===== src/rtl/ctc_pkg.sv =====
package ctc_pkg;

	localparam int LINE_COLUMNS = 4096;
	localparam int COL_W = 12;
	localparam int LEN_W = 13;

	// positions saturate here; word lengths saturate one above
	localparam logic [LEN_W-1:0] COL_MAX =
		LEN_W'((LINE_COLUMNS - 1 < 4095) ? LINE_COLUMNS - 1 : 4095);
	localparam logic [LEN_W-1:0] LEN_MAX =
		LEN_W'((LINE_COLUMNS < 4096) ? LINE_COLUMNS : 4096);

	localparam logic [1:0] OPC_CHAR = 2'd0;
	localparam logic [1:0] OPC_EOL  = 2'd1;
	localparam logic [1:0] OPC_EOT  = 2'd2;

	localparam logic [2:0] CLS_KEY   = 3'd0;
	localparam logic [2:0] CLS_NUM   = 3'd1;
	localparam logic [2:0] CLS_OP    = 3'd2;
	localparam logic [2:0] CLS_IDENT = 3'd3;
	localparam logic [2:0] CLS_END   = 3'd4;

	localparam logic [1:0] KW_NONE = 2'd0;

	localparam int QDEPTH = 4;
	localparam int QCNT_W = 3;

	typedef struct packed {
		logic [2:0]       token_class;
		logic [1:0]       keyword_id;
		logic [7:0]       first_char;
		logic [7:0]       second_char;
		logic [COL_W-1:0] start_col;
		logic [LEN_W-1:0] token_length;
		logic             col_overflow;
		logic             last_of_run;
	} tok_t;

	// up to two tokens produced by one input word
	typedef struct packed {
		logic [1:0] n;
		tok_t       r0;
		tok_t       r1;
	} push_t;

endpackage


===== src/rtl/ctc_char_if.sv =====
interface ctc_char_if;
	logic       valid;
	logic       ready;
	logic [1:0] opcode;
	logic [7:0] char_code;

	modport source (output valid, output opcode, output char_code, input ready);
	modport sink (input valid, input opcode, input char_code, output ready);
endinterface


===== src/rtl/ctc_token_if.sv =====
interface ctc_token_if;
	logic        valid;
	logic        ready;
	logic [2:0]  token_class;
	logic [1:0]  keyword_id;
	logic [7:0]  first_char;
	logic [7:0]  second_char;
	logic [11:0] start_col;
	logic [12:0] token_length;
	logic        col_overflow;
	logic        last_of_run;

	modport source (output valid, output token_class, output keyword_id,
		output first_char, output second_char, output start_col,
		output token_length, output col_overflow, output last_of_run,
		input ready);
	modport sink (input valid, input token_class, input keyword_id,
		input first_char, input second_char, input start_col,
		input token_length, input col_overflow, input last_of_run,
		output ready);
endinterface


===== src/rtl/ctc_core.sv =====
module ctc_core (
	input  logic           clk,
	input  logic           arst_n,
	input  logic           in_valid,
	output logic           in_ready,
	input  logic [1:0]     in_opcode,
	input  logic [7:0]     in_char,
	input  logic           room,
	output ctc_pkg::push_t push
);
	import ctc_pkg::*;

	function automatic logic is_space(input logic [7:0] c);
		return c == 8'd32 || (c >= 8'd9 && c <= 8'd13);
	endfunction

	function automatic logic is_punct(input logic [7:0] c);
		return c == "(" || c == ")" || c == "[" || c == "]" || c == "{" ||
			c == "}" || c == ";";
	endfunction

	function automatic logic is_op(input logic [7:0] c);
		return c == "+" || c == "-" || c == "/" || c == "*" || c == "<" ||
			c == ">" || c == "~" || c == "!" || c == "|" || c == "&" || c == "=";
	endfunction

	function automatic logic is_pair(input logic [7:0] a, input logic [7:0] b);
		return (a == b && (a == "+" || a == "-" || a == "|" || a == "&" ||
			a == "=")) || (b == "=" && (a == ">" || a == "<" || a == "!"));
	endfunction

	function automatic logic [LEN_W-1:0] kw_len(input logic [1:0] i);
		case (i)
			2'd0: return LEN_W'(3);
			2'd1: return LEN_W'(6);
			2'd2: return LEN_W'(5);
			default: return '0;
		endcase
	endfunction

	// character idx of keyword i: 0 int, 1 return, 2 float
	function automatic logic [7:0] kw_char(input logic [1:0] i, input logic [2:0] idx);
		logic [7:0] r;
		r = 8'd0;
		case (i)
			2'd0: begin
				case (idx)
					3'd0: r = "i";
					3'd1: r = "n";
					3'd2: r = "t";
					default: r = 8'd0;
				endcase
			end
			2'd1: begin
				case (idx)
					3'd0: r = "r";
					3'd1: r = "e";
					3'd2: r = "t";
					3'd3: r = "u";
					3'd4: r = "r";
					3'd5: r = "n";
					default: r = 8'd0;
				endcase
			end
			2'd2: begin
				case (idx)
					3'd0: r = "f";
					3'd1: r = "l";
					3'd2: r = "o";
					3'd3: r = "a";
					3'd4: r = "t";
					default: r = 8'd0;
				endcase
			end
			default: r = 8'd0;
		endcase
		return r;
	endfunction

	// input register
	logic       v_s1;
	logic [1:0] opc_s1;
	logic [7:0] chr_s1;
	logic       adv;

	assign adv = v_s1 && room;
	assign in_ready = !v_s1 || adv;

	always_ff @(posedge clk or negedge arst_n) begin
		if (!arst_n) begin
			v_s1 <= 1'b0;
		end else if (in_ready) begin
			v_s1 <= in_valid;
		end
	end

	always_ff @(posedge clk) begin
		if (in_ready && in_valid) begin
			opc_s1 <= in_opcode;
			chr_s1 <= in_char;
		end
	end

	// lexer state
	logic             in_word_q, all_digits_q, op_pending_q, ovf_q;
	logic [LEN_W-1:0] word_len_q, column_q;
	logic [COL_W-1:0] word_start_q, pending_col_q;
	logic [7:0]       word_first_q, pending_char_q;
	logic [2:0]       kc_q;

	logic             in_word_d, all_digits_d, op_pending_d, ovf_d;
	logic [LEN_W-1:0] word_len_d, column_d;
	logic [COL_W-1:0] word_start_d, pending_col_d;
	logic [7:0]       word_first_d, pending_char_d;
	logic [2:0]       kc_d;

	logic             col_sat, ovf_now, fl_valid;
	logic [COL_W-1:0] pos;
	logic [1:0]       kid;
	tok_t             fl_tok, new_tok;
	logic [LEN_W-1:0] wl;
	logic [2:0]       kc;
	logic             ad;

	always_comb begin
		col_sat = column_q > COL_MAX;
		pos     = col_sat ? COL_MAX[COL_W-1:0] : column_q[COL_W-1:0];
		ovf_now = ovf_q || col_sat;

		kid = KW_NONE;
		for (int i = 0; i < 3; i++) begin
			if (kc_q[i] && word_len_q == kw_len(2'(i)))
				kid = 2'(i + 1);
		end

		// token that a flush would emit; col_overflow filled in per path
		fl_valid = in_word_q || op_pending_q;
		fl_tok   = '0;
		if (in_word_q) begin
			fl_tok.token_class  = (kid != KW_NONE) ? CLS_KEY :
				(all_digits_q ? CLS_NUM : CLS_IDENT);
			fl_tok.keyword_id   = kid;
			fl_tok.first_char   = word_first_q;
			fl_tok.start_col    = word_start_q;
			fl_tok.token_length = word_len_q;
		end else begin
			fl_tok.token_class  = CLS_OP;
			fl_tok.first_char   = pending_char_q;
			fl_tok.start_col    = pending_col_q;
			fl_tok.token_length = LEN_W'(1);
		end

		in_word_d      = in_word_q;
		all_digits_d   = all_digits_q;
		op_pending_d   = op_pending_q;
		ovf_d          = ovf_q;
		word_len_d     = word_len_q;
		column_d       = column_q;
		word_start_d   = word_start_q;
		pending_col_d  = pending_col_q;
		word_first_d   = word_first_q;
		pending_char_d = pending_char_q;
		kc_d           = kc_q;

		push    = '0;
		new_tok = '0;
		wl      = '0;
		kc      = '0;
		ad      = 1'b0;

		if (opc_s1 == OPC_EOL || opc_s1 == OPC_EOT) begin
			if (fl_valid) begin
				push.r0 = fl_tok;
				push.r0.col_overflow = ovf_q;
				push.n = 2'd1;
			end
			in_word_d      = 1'b0;
			word_len_d     = '0;
			all_digits_d   = 1'b1;
			kc_d           = 3'b111;
			op_pending_d   = 1'b0;
			pending_char_d = 8'd0;
			column_d       = '0;
			ovf_d          = 1'b0;
			if (opc_s1 == OPC_EOT) begin
				new_tok.token_class = CLS_END;
				if (fl_valid)
					push.r1 = new_tok;
				else
					push.r0 = new_tok;
				push.n = push.n + 2'd1;
				word_start_d  = '0;
				word_first_d  = 8'd0;
				pending_col_d = '0;
			end
		end else if (opc_s1 == OPC_CHAR) begin
			ovf_d    = ovf_now;
			column_d = col_sat ? column_q : column_q + LEN_W'(1);
			fl_tok.col_overflow = ovf_now;
			if (is_space(chr_s1)) begin
				push.n = 2'd0;
			end else if (is_punct(chr_s1)) begin
				new_tok.token_class  = CLS_KEY;
				new_tok.first_char   = chr_s1;
				new_tok.start_col    = pos;
				new_tok.token_length = LEN_W'(1);
				new_tok.col_overflow = ovf_now;
				if (fl_valid) begin
					push.r0 = fl_tok;
					push.r1 = new_tok;
					push.n  = 2'd2;
				end else begin
					push.r0 = new_tok;
					push.n  = 2'd1;
				end
				in_word_d      = 1'b0;
				word_len_d     = '0;
				all_digits_d   = 1'b1;
				kc_d           = 3'b111;
				op_pending_d   = 1'b0;
				pending_char_d = 8'd0;
			end else if (is_op(chr_s1)) begin
				if (op_pending_q && is_pair(pending_char_q, chr_s1)) begin
					push.r0.token_class  = CLS_OP;
					push.r0.first_char   = pending_char_q;
					push.r0.second_char  = chr_s1;
					push.r0.start_col    = pending_col_q;
					push.r0.token_length = LEN_W'(2);
					push.r0.col_overflow = ovf_now;
					push.n = 2'd1;
					op_pending_d   = 1'b0;
					pending_char_d = 8'd0;
				end else begin
					if (fl_valid) begin
						push.r0 = fl_tok;
						push.n  = 2'd1;
					end
					in_word_d      = 1'b0;
					word_len_d     = '0;
					all_digits_d   = 1'b1;
					kc_d           = 3'b111;
					op_pending_d   = 1'b1;
					pending_char_d = chr_s1;
					pending_col_d  = pos;
				end
			end else begin
				// word character; a new word flushes a pending operator
				wl = word_len_q;
				kc = kc_q;
				ad = all_digits_q;
				if (!in_word_q) begin
					if (op_pending_q) begin
						push.r0 = fl_tok;
						push.n  = 2'd1;
					end
					op_pending_d   = 1'b0;
					pending_char_d = 8'd0;
					wl = '0;
					kc = 3'b111;
					ad = 1'b1;
					word_start_d = pos;
					word_first_d = chr_s1;
				end
				in_word_d = 1'b1;
				if (chr_s1 < "0" || chr_s1 > "9")
					ad = 1'b0;
				for (int i = 0; i < 3; i++) begin
					if (wl >= kw_len(2'(i)) || kw_char(2'(i), wl[2:0]) != chr_s1)
						kc[i] = 1'b0;
				end
				all_digits_d = ad;
				kc_d         = kc;
				if (wl < LEN_MAX)
					word_len_d = wl + LEN_W'(1);
				else begin
					word_len_d = wl;
					ovf_d      = 1'b1;
				end
			end
		end

		if (push.n == 2'd2)
			push.r1.last_of_run = 1'b1;
		else if (push.n == 2'd1)
			push.r0.last_of_run = 1'b1;

		if (!adv)
			push.n = 2'd0;
	end

	always_ff @(posedge clk or negedge arst_n) begin
		if (!arst_n) begin
			in_word_q      <= 1'b0;
			all_digits_q   <= 1'b1;
			op_pending_q   <= 1'b0;
			ovf_q          <= 1'b0;
			word_len_q     <= '0;
			column_q       <= '0;
			word_start_q   <= '0;
			pending_col_q  <= '0;
			word_first_q   <= 8'd0;
			pending_char_q <= 8'd0;
			kc_q           <= 3'b111;
		end else if (adv) begin
			in_word_q      <= in_word_d;
			all_digits_q   <= all_digits_d;
			op_pending_q   <= op_pending_d;
			ovf_q          <= ovf_d;
			word_len_q     <= word_len_d;
			column_q       <= column_d;
			word_start_q   <= word_start_d;
			pending_col_q  <= pending_col_d;
			word_first_q   <= word_first_d;
			pending_char_q <= pending_char_d;
			kc_q           <= kc_d;
		end
	end

`ifndef SYNTH
	a_word_op_excl: assert property (@(posedge clk) disable iff (!arst_n)
		!(in_word_q && op_pending_q))
		else $error("word and pending operator both open");

	a_end_last: assert property (@(posedge clk) disable iff (!arst_n)
		(push.n == 2'd2 && push.r1.token_class == CLS_END) |->
		(push.r1.last_of_run && push.r1.start_col == '0 && push.r1.first_char == 8'd0))
		else $error("end-of-text token malformed");

	a_eot_clears: assert property (@(posedge clk) disable iff (!arst_n)
		(adv && opc_s1 == OPC_EOT) |=>
		(!in_word_q && !op_pending_q && column_q == '0 && kc_q == 3'b111))
		else $error("state not cleared after end of text");
`endif

endmodule


===== src/rtl/ctc_fifo.sv =====
module ctc_fifo (
	input  logic           clk,
	input  logic           arst_n,
	input  ctc_pkg::push_t push,
	output logic           room,
	output logic           out_valid,
	input  logic           out_ready,
	output ctc_pkg::tok_t  head
);
	import ctc_pkg::*;

	// shift queue: entry 0 is the head
	tok_t              ent_q [QDEPTH];
	tok_t              ent_d [QDEPTH];
	logic [QCNT_W-1:0] cnt_q, cnt_d, base;
	logic              pop;

	assign room      = cnt_q <= QCNT_W'(QDEPTH - 2);
	assign out_valid = cnt_q != '0;
	assign head      = ent_q[0];
	assign pop       = out_valid && out_ready;

	always_comb begin
		base = cnt_q - QCNT_W'(pop);
		for (int i = 0; i < QDEPTH; i++) begin
			if (pop && i < QDEPTH - 1)
				ent_d[i] = ent_q[i + 1];
			else
				ent_d[i] = ent_q[i];
			if (push.n != 2'd0 && base == QCNT_W'(i))
				ent_d[i] = push.r0;
			if (push.n == 2'd2 && base + QCNT_W'(1) == QCNT_W'(i))
				ent_d[i] = push.r1;
		end
		cnt_d = base + QCNT_W'(push.n);
	end

	always_ff @(posedge clk or negedge arst_n) begin
		if (!arst_n) begin
			cnt_q <= '0;
		end else begin
			cnt_q <= cnt_d;
		end
	end

	always_ff @(posedge clk) begin
		for (int i = 0; i < QDEPTH; i++)
			ent_q[i] <= ent_d[i];
	end

`ifndef SYNTH
	a_cnt_bound: assert property (@(posedge clk) disable iff (!arst_n)
		cnt_q <= QCNT_W'(QDEPTH))
		else $error("result queue overfilled");

	a_push_room: assert property (@(posedge clk) disable iff (!arst_n)
		(push.n != 2'd0) |-> room)
		else $error("push without room");

	a_drain: assert property (@(posedge clk) disable iff (!arst_n)
		(pop && push.n == 2'd0) |=> cnt_q == $past(cnt_q) - QCNT_W'(1))
		else $error("queue count lost a word");
`endif

endmodule


===== src/rtl/c_subset_token_classifier.sv =====
// An accepted word passes the input register before its tokens enter the result queue.
// Throughput: one input word per cycle while at most one token per word is produced and the
//   result queue has room for two tokens; a word that yields two tokens needs two transfers
//   on the single output port, which drains the 4-entry result queue.
// Reset: arst_n asynchronous, active low; clears lexer state and empties the queue.
module c_subset_token_classifier (
	input  logic        clk,
	input  logic        arst_n,
	ctc_char_if.sink    chars,
	ctc_token_if.source tokens
);
	import ctc_pkg::*;

	push_t push;
	logic  room;
	tok_t  head;

	ctc_core u_core (
		.clk       (clk),
		.arst_n    (arst_n),
		.in_valid  (chars.valid),
		.in_ready  (chars.ready),
		.in_opcode (chars.opcode),
		.in_char   (chars.char_code),
		.room      (room),
		.push      (push)
	);

	ctc_fifo u_fifo (
		.clk       (clk),
		.arst_n    (arst_n),
		.push      (push),
		.room      (room),
		.out_valid (tokens.valid),
		.out_ready (tokens.ready),
		.head      (head)
	);

	assign tokens.token_class  = head.token_class;
	assign tokens.keyword_id   = head.keyword_id;
	assign tokens.first_char   = head.first_char;
	assign tokens.second_char  = head.second_char;
	assign tokens.start_col    = head.start_col;
	assign tokens.token_length = head.token_length;
	assign tokens.col_overflow = head.col_overflow;
	assign tokens.last_of_run  = head.last_of_run;

endmodule


===== src/flat_wrapper.sv =====
// flat-port wrapper written by rule: the top's interface ports become plain ports
module c_subset_token_classifier_flat import ctc_pkg::*;
  (clk, arst_n, chars_valid, chars_opcode, chars_char_code, chars_ready, tokens_valid, tokens_token_class, tokens_keyword_id, tokens_first_char, tokens_second_char, tokens_start_col, tokens_token_length, tokens_col_overflow, tokens_last_of_run, tokens_ready);
  ctc_char_if chars_i ();
  ctc_token_if tokens_i ();
  input  logic clk;
  input  logic arst_n;
  input wire logic [$bits(chars_i.valid)-1:0] chars_valid;
  input wire logic [$bits(chars_i.opcode)-1:0] chars_opcode;
  input wire logic [$bits(chars_i.char_code)-1:0] chars_char_code;
  output wire logic [$bits(chars_i.ready)-1:0] chars_ready;
  output wire logic [$bits(tokens_i.valid)-1:0] tokens_valid;
  output wire logic [$bits(tokens_i.token_class)-1:0] tokens_token_class;
  output wire logic [$bits(tokens_i.keyword_id)-1:0] tokens_keyword_id;
  output wire logic [$bits(tokens_i.first_char)-1:0] tokens_first_char;
  output wire logic [$bits(tokens_i.second_char)-1:0] tokens_second_char;
  output wire logic [$bits(tokens_i.start_col)-1:0] tokens_start_col;
  output wire logic [$bits(tokens_i.token_length)-1:0] tokens_token_length;
  output wire logic [$bits(tokens_i.col_overflow)-1:0] tokens_col_overflow;
  output wire logic [$bits(tokens_i.last_of_run)-1:0] tokens_last_of_run;
  input wire logic [$bits(tokens_i.ready)-1:0] tokens_ready;
  assign chars_i.valid = chars_valid;
  assign chars_i.opcode = chars_opcode;
  assign chars_i.char_code = chars_char_code;
  assign chars_ready = chars_i.ready;
  assign tokens_valid = tokens_i.valid;
  assign tokens_token_class = tokens_i.token_class;
  assign tokens_keyword_id = tokens_i.keyword_id;
  assign tokens_first_char = tokens_i.first_char;
  assign tokens_second_char = tokens_i.second_char;
  assign tokens_start_col = tokens_i.start_col;
  assign tokens_token_length = tokens_i.token_length;
  assign tokens_col_overflow = tokens_i.col_overflow;
  assign tokens_last_of_run = tokens_i.last_of_run;
  assign tokens_i.ready = tokens_ready;
  c_subset_token_classifier u_core (.clk(clk), .arst_n(arst_n), .chars(chars_i), .tokens(tokens_i));
endmodule

===== config.mk =====
export PLATFORM = sky130hd
export DESIGN_NAME = c_subset_token_classifier_flat
export DESIGN_NICKNAME = d
export VERILOG_FILES = /design/src/rtl/ctc_pkg.sv /design/src/rtl/ctc_char_if.sv /design/src/rtl/ctc_token_if.sv /design/src/rtl/ctc_core.sv /design/src/rtl/ctc_fifo.sv /design/src/rtl/c_subset_token_classifier.sv /design/src/flat_wrapper.sv
export SDC_FILE = /design/constraint.sdc
export NUM_CORES = 1
export LEC_CHECK = 0
export ABC_CLOCK_PERIOD_IN_PS = 5700
export BUFFER_PORTS_ARGS = -buffer_cell sky130_fd_sc_hd__buf_2
export CAP_MARGIN = 20
export CORE_MARGIN = 5
export CORE_UTILIZATION = 33
export CTS_CLUSTER_DIAMETER = 150
export CTS_CLUSTER_SIZE = 28
export DETAILED_ROUTE_END_ITERATION = 10
export GPL_TIMING_DRIVEN = 0
export PLACE_DENSITY = 0.45
export SLEW_MARGIN = 20
export SYNTH_ARGS = -nofsm -noshare
export SYNTH_HDL_FRONTEND = slang
export SYNTH_SLANG_ARGS = --single-unit

===== constraint.sdc =====
create_clock -name clk -period 5.7 [get_ports clk]
set_clock_uncertainty 0.05 [all_clocks]
set_input_delay 1.14 -clock clk [delete_from_list [all_inputs] [get_ports clk]]
set_output_delay 1.14 -clock clk [all_outputs]
set_load 0.05 [all_outputs]

==> run metrics <==
outcome finished clean; Post-CTS Hold Fix Bufs 0; critical path's top delay family simple AND/OR/NAND/NOR gates; # fillers 4751; DRC violations left 0; Post-Synthesis Cells 1707; vias in the first global route 12.9k; CP required 5.63 ns; Seq cells post-synth 279; # setup viols final 0; Avg Inst Size Synth 8.92 sq um; Fmax achieved 0.188 GHz; Hold WC Path Type flip-flop to flip-flop; H-Tree Depth 1; CP Max Fanout 24; PostCTS Resize Cnt 0; biggest area consumer among synthesized cells edfxtp_1; DP HPWL roughly 40 mm; ANT cells 0; Final period util 0.933; Peak supply drop 0.279 mV; share of the synthesized area in the top cell type 0.209; Die Ht 225 um; layout cells sized above 1 0.104; RSZ-0062 raised after global routing no; crit-path cells or3_1, nand2_1, clkinv_1, clkbuf_1, ha_1, ha_1, xnor2_1, and3_1, a31oi_2, nand2_1, nand2_2, buf_1, nand3_1; EDFF count, synth 106; slowest CP cell nand3_1; CP Capture Type flip-flop; CTS tree built; drt total wl 55.2 mm; root buf cell clkbuf_16; post-CTS setup buffer count 0; Syn Nets 1737; Mapped Area roughly 15000 sq um; First-pass DRT Iterations 5; max-cap violations 0; initial antenna violation count 1; Seq/Total Area, Yosys 0.462; Data arrival, critical path between 5 and 6 ns; Final #Nets 1816; P_leak 6.41 nW; Initial Utilization 0.335; fin. max-slew vios 0; first-pass GRT wire length around 84 mm; Buf+Inv Stages, Crit Path 3; Via density around 5.6; Synth area leaders edfxtp_1 21%, dfxtp_1 13%, dfrtp_1 12%; Die ar. around 50000 sq um; Cell Rows between 70 and 80; clock latency on the worst-skew pair about 0.53 ns; DR iter-0 viols 1274; final hold violation count 0; Synth Warn # 0; Place WS -0.0708 ns; total CTS buffers 13; Core ar. roughly 45000 sq um; aggregate global routing overflow 0; Top-Level Pins 64; P per Cell Area 403 nW/um^2; Port Buf Inserts 63; Die W between 200 and 250 um; via count 13.5k; final hold slack between 0.4 and 0.5 ns; gp weighted congestion 0.865; Post-synth top cells 256 x nand2_1, 134 x a21oi_1, 122 x nor2_1; post-DR wirelength/cell approximately 23 um; Num Clock Sinks 279; Slew headroom 0.214; Bufs on Longest Clock Path 3; largest stage delay on the critical path about 0.86 ns; WS Path Type flip-flop to flip-flop; Main synth FF type edfxtp_1; Setup WS post-layout ~0.38 ns; number of distinct library cells after synthesis around 90; pin count of the biggest net entering global routing between 50 and 60; Startpoint Class flip-flop; Final Critical Period 5.32 ns; worst-margin pin slew 1.17 ns; Antenna Violating Nets Remaining 0; Total GRT Usage 0.212; clock-pin slew on the worst setup and hold paths 0.12 ns; top-count cell post-synth nand2_1; Async SR Flop Fraction 0.276; Area Overhead vs Synth 9.61%
report_power, final:
| group | internal (W) | leakage, nW | switching (W) | total [W] |
|---|---|---|---|---|
| clock network | 0.000439 | 0.170 | 0.000687 | 0.00113 |
| logic | 0.000799 | 3.37 | 0.00204 | 0.00284 |
| registers | 0.00254 | 2.87 | 0.000213 | 0.00275 |
| total | 0.00378 | 6.41 | 0.00294 | 0.00672 |
registers in the layout (all words and copies together), names as in the netlist, 2 cells and up:
register / count
u_core.u_core.chr_s1: 8
u_core.u_core.pending_col_q: 12
u_core.u_core.kc_q: 3
u_core.u_fifo.cnt_q: 3
u_core.u_core.opc_s1: 2
u_core.u_core.word_first_q: 8
u_core.u_fifo.ent_q: 192
u_core.u_core.column_q: 13
u_core.u_core.pending_char_q: 8
u_core.u_core.word_len_q: 13
u_core.u_core.word_start_q: 12
worst register-to-register path, stage by stage, from the launching register on:
cell and delay, ns:
dfrtp_1 0.41, or3_1 0.43, nand2_1 0.18, clkinv_1 0.27, clkbuf_1 0.34, ha_1 0.29
ha_1 0.20, xnor2_1 0.20, and3_1 0.25, a31oi_2 0.32, nand2_1 0.17, nand2_2 0.27
buf_1 0.52, nand3_1 0.87
path summary, 6_finish.rpt:
check	startpoint	end	slack, ns	depth (start not counted)
setup reg to reg	u_core.u_fifo.cnt_q[1]	u_core.u_fifo.ent_q[2][39]	0.38	13
hold / removal	u_core.u_fifo.ent_q[3][33]	u_core.u_fifo.ent_q[3][33]	0.41	2
min in group asynchronous	arst_n	u_core.u_core.pending_char_q[6]	0.48	1
hold reg to reg	u_core.u_fifo.ent_q[3][33]	u_core.u_fifo.ent_q[3][33]	0.41	2
setup / recovery	u_core.u_fifo.cnt_q[1]	u_core.u_fifo.ent_q[2][39]	0.38	13
max in group asynchronous	arst_n	u_core.u_core.pending_col_q[8]	4.50	2
routing by layer:
| metal | global-route usage | part of all wire | up-vias | wire length [um] |
|---|---|---|---|---|
| met2 | 0.338 | 0.45 | 441 | 24800 |
| met1 | 0.311 | 0.47 | 6583 | 26000 |
| met5 | 0 | 0 | - | 0 |
| met3 | 0.0198 | 0.054 | 73 | 2990 |
| li1 | - | - | 6387 | - |
| met4 | 0.0560 | 0.026 | 0 | 1460 |
cell type report:
type                    count  area, sq um  share of cell area
multi-input cells        1237         7330               0.439
flip-flops and latches    279         7040               0.422
plain buffers             168          779              0.0467
well taps                 600          751              0.0450
clock buffers              21          355              0.0213
repair buffers             64          345              0.0207
inverters                  23         86.3             0.00518
cell families after synthesis:
| logic type | synth area share |
|---|---|
| xor gates and xnor gates | 0.0115 |
| DFF | 0.462 |
| and+or+nand+nor | 0.188 |
| muxes | 0.0389 |
| AOI/OAI and AO/OA | 0.229 |
| adders and majority gates | 0.0136 |
| buffers and inverters | 0.0568 |
through the flow:
stage	cells	instance area (sq um)	setup TNS [ns]	util	power, W
floorplan	1707	15200	0	-	0.00470
global placement	2370	16300	-1.79	0.358	0.00560
detailed placement	2371	16300	-1.64	0.359	0.00563
CTS	2392	16700	0	0.367	0.00675
global route	2392	16700	0	0.367	0.00710
finish	2392	16700	0	0.367	0.00672
cells in the final DEF, fill, tap and decap left out, drive strengths merged, types with 46 or more instances in the layout:
cell type and instances:
a21oi 135, o21ai 115, mux2i 58, nand2 258, buf 141, a211oi 58
o31ai 46, nor2 123, dfxtp 96, dfrtp 73, clkbuf 112, edfxtp 106
nand3 61
Power figures use the tool's default switching activity.
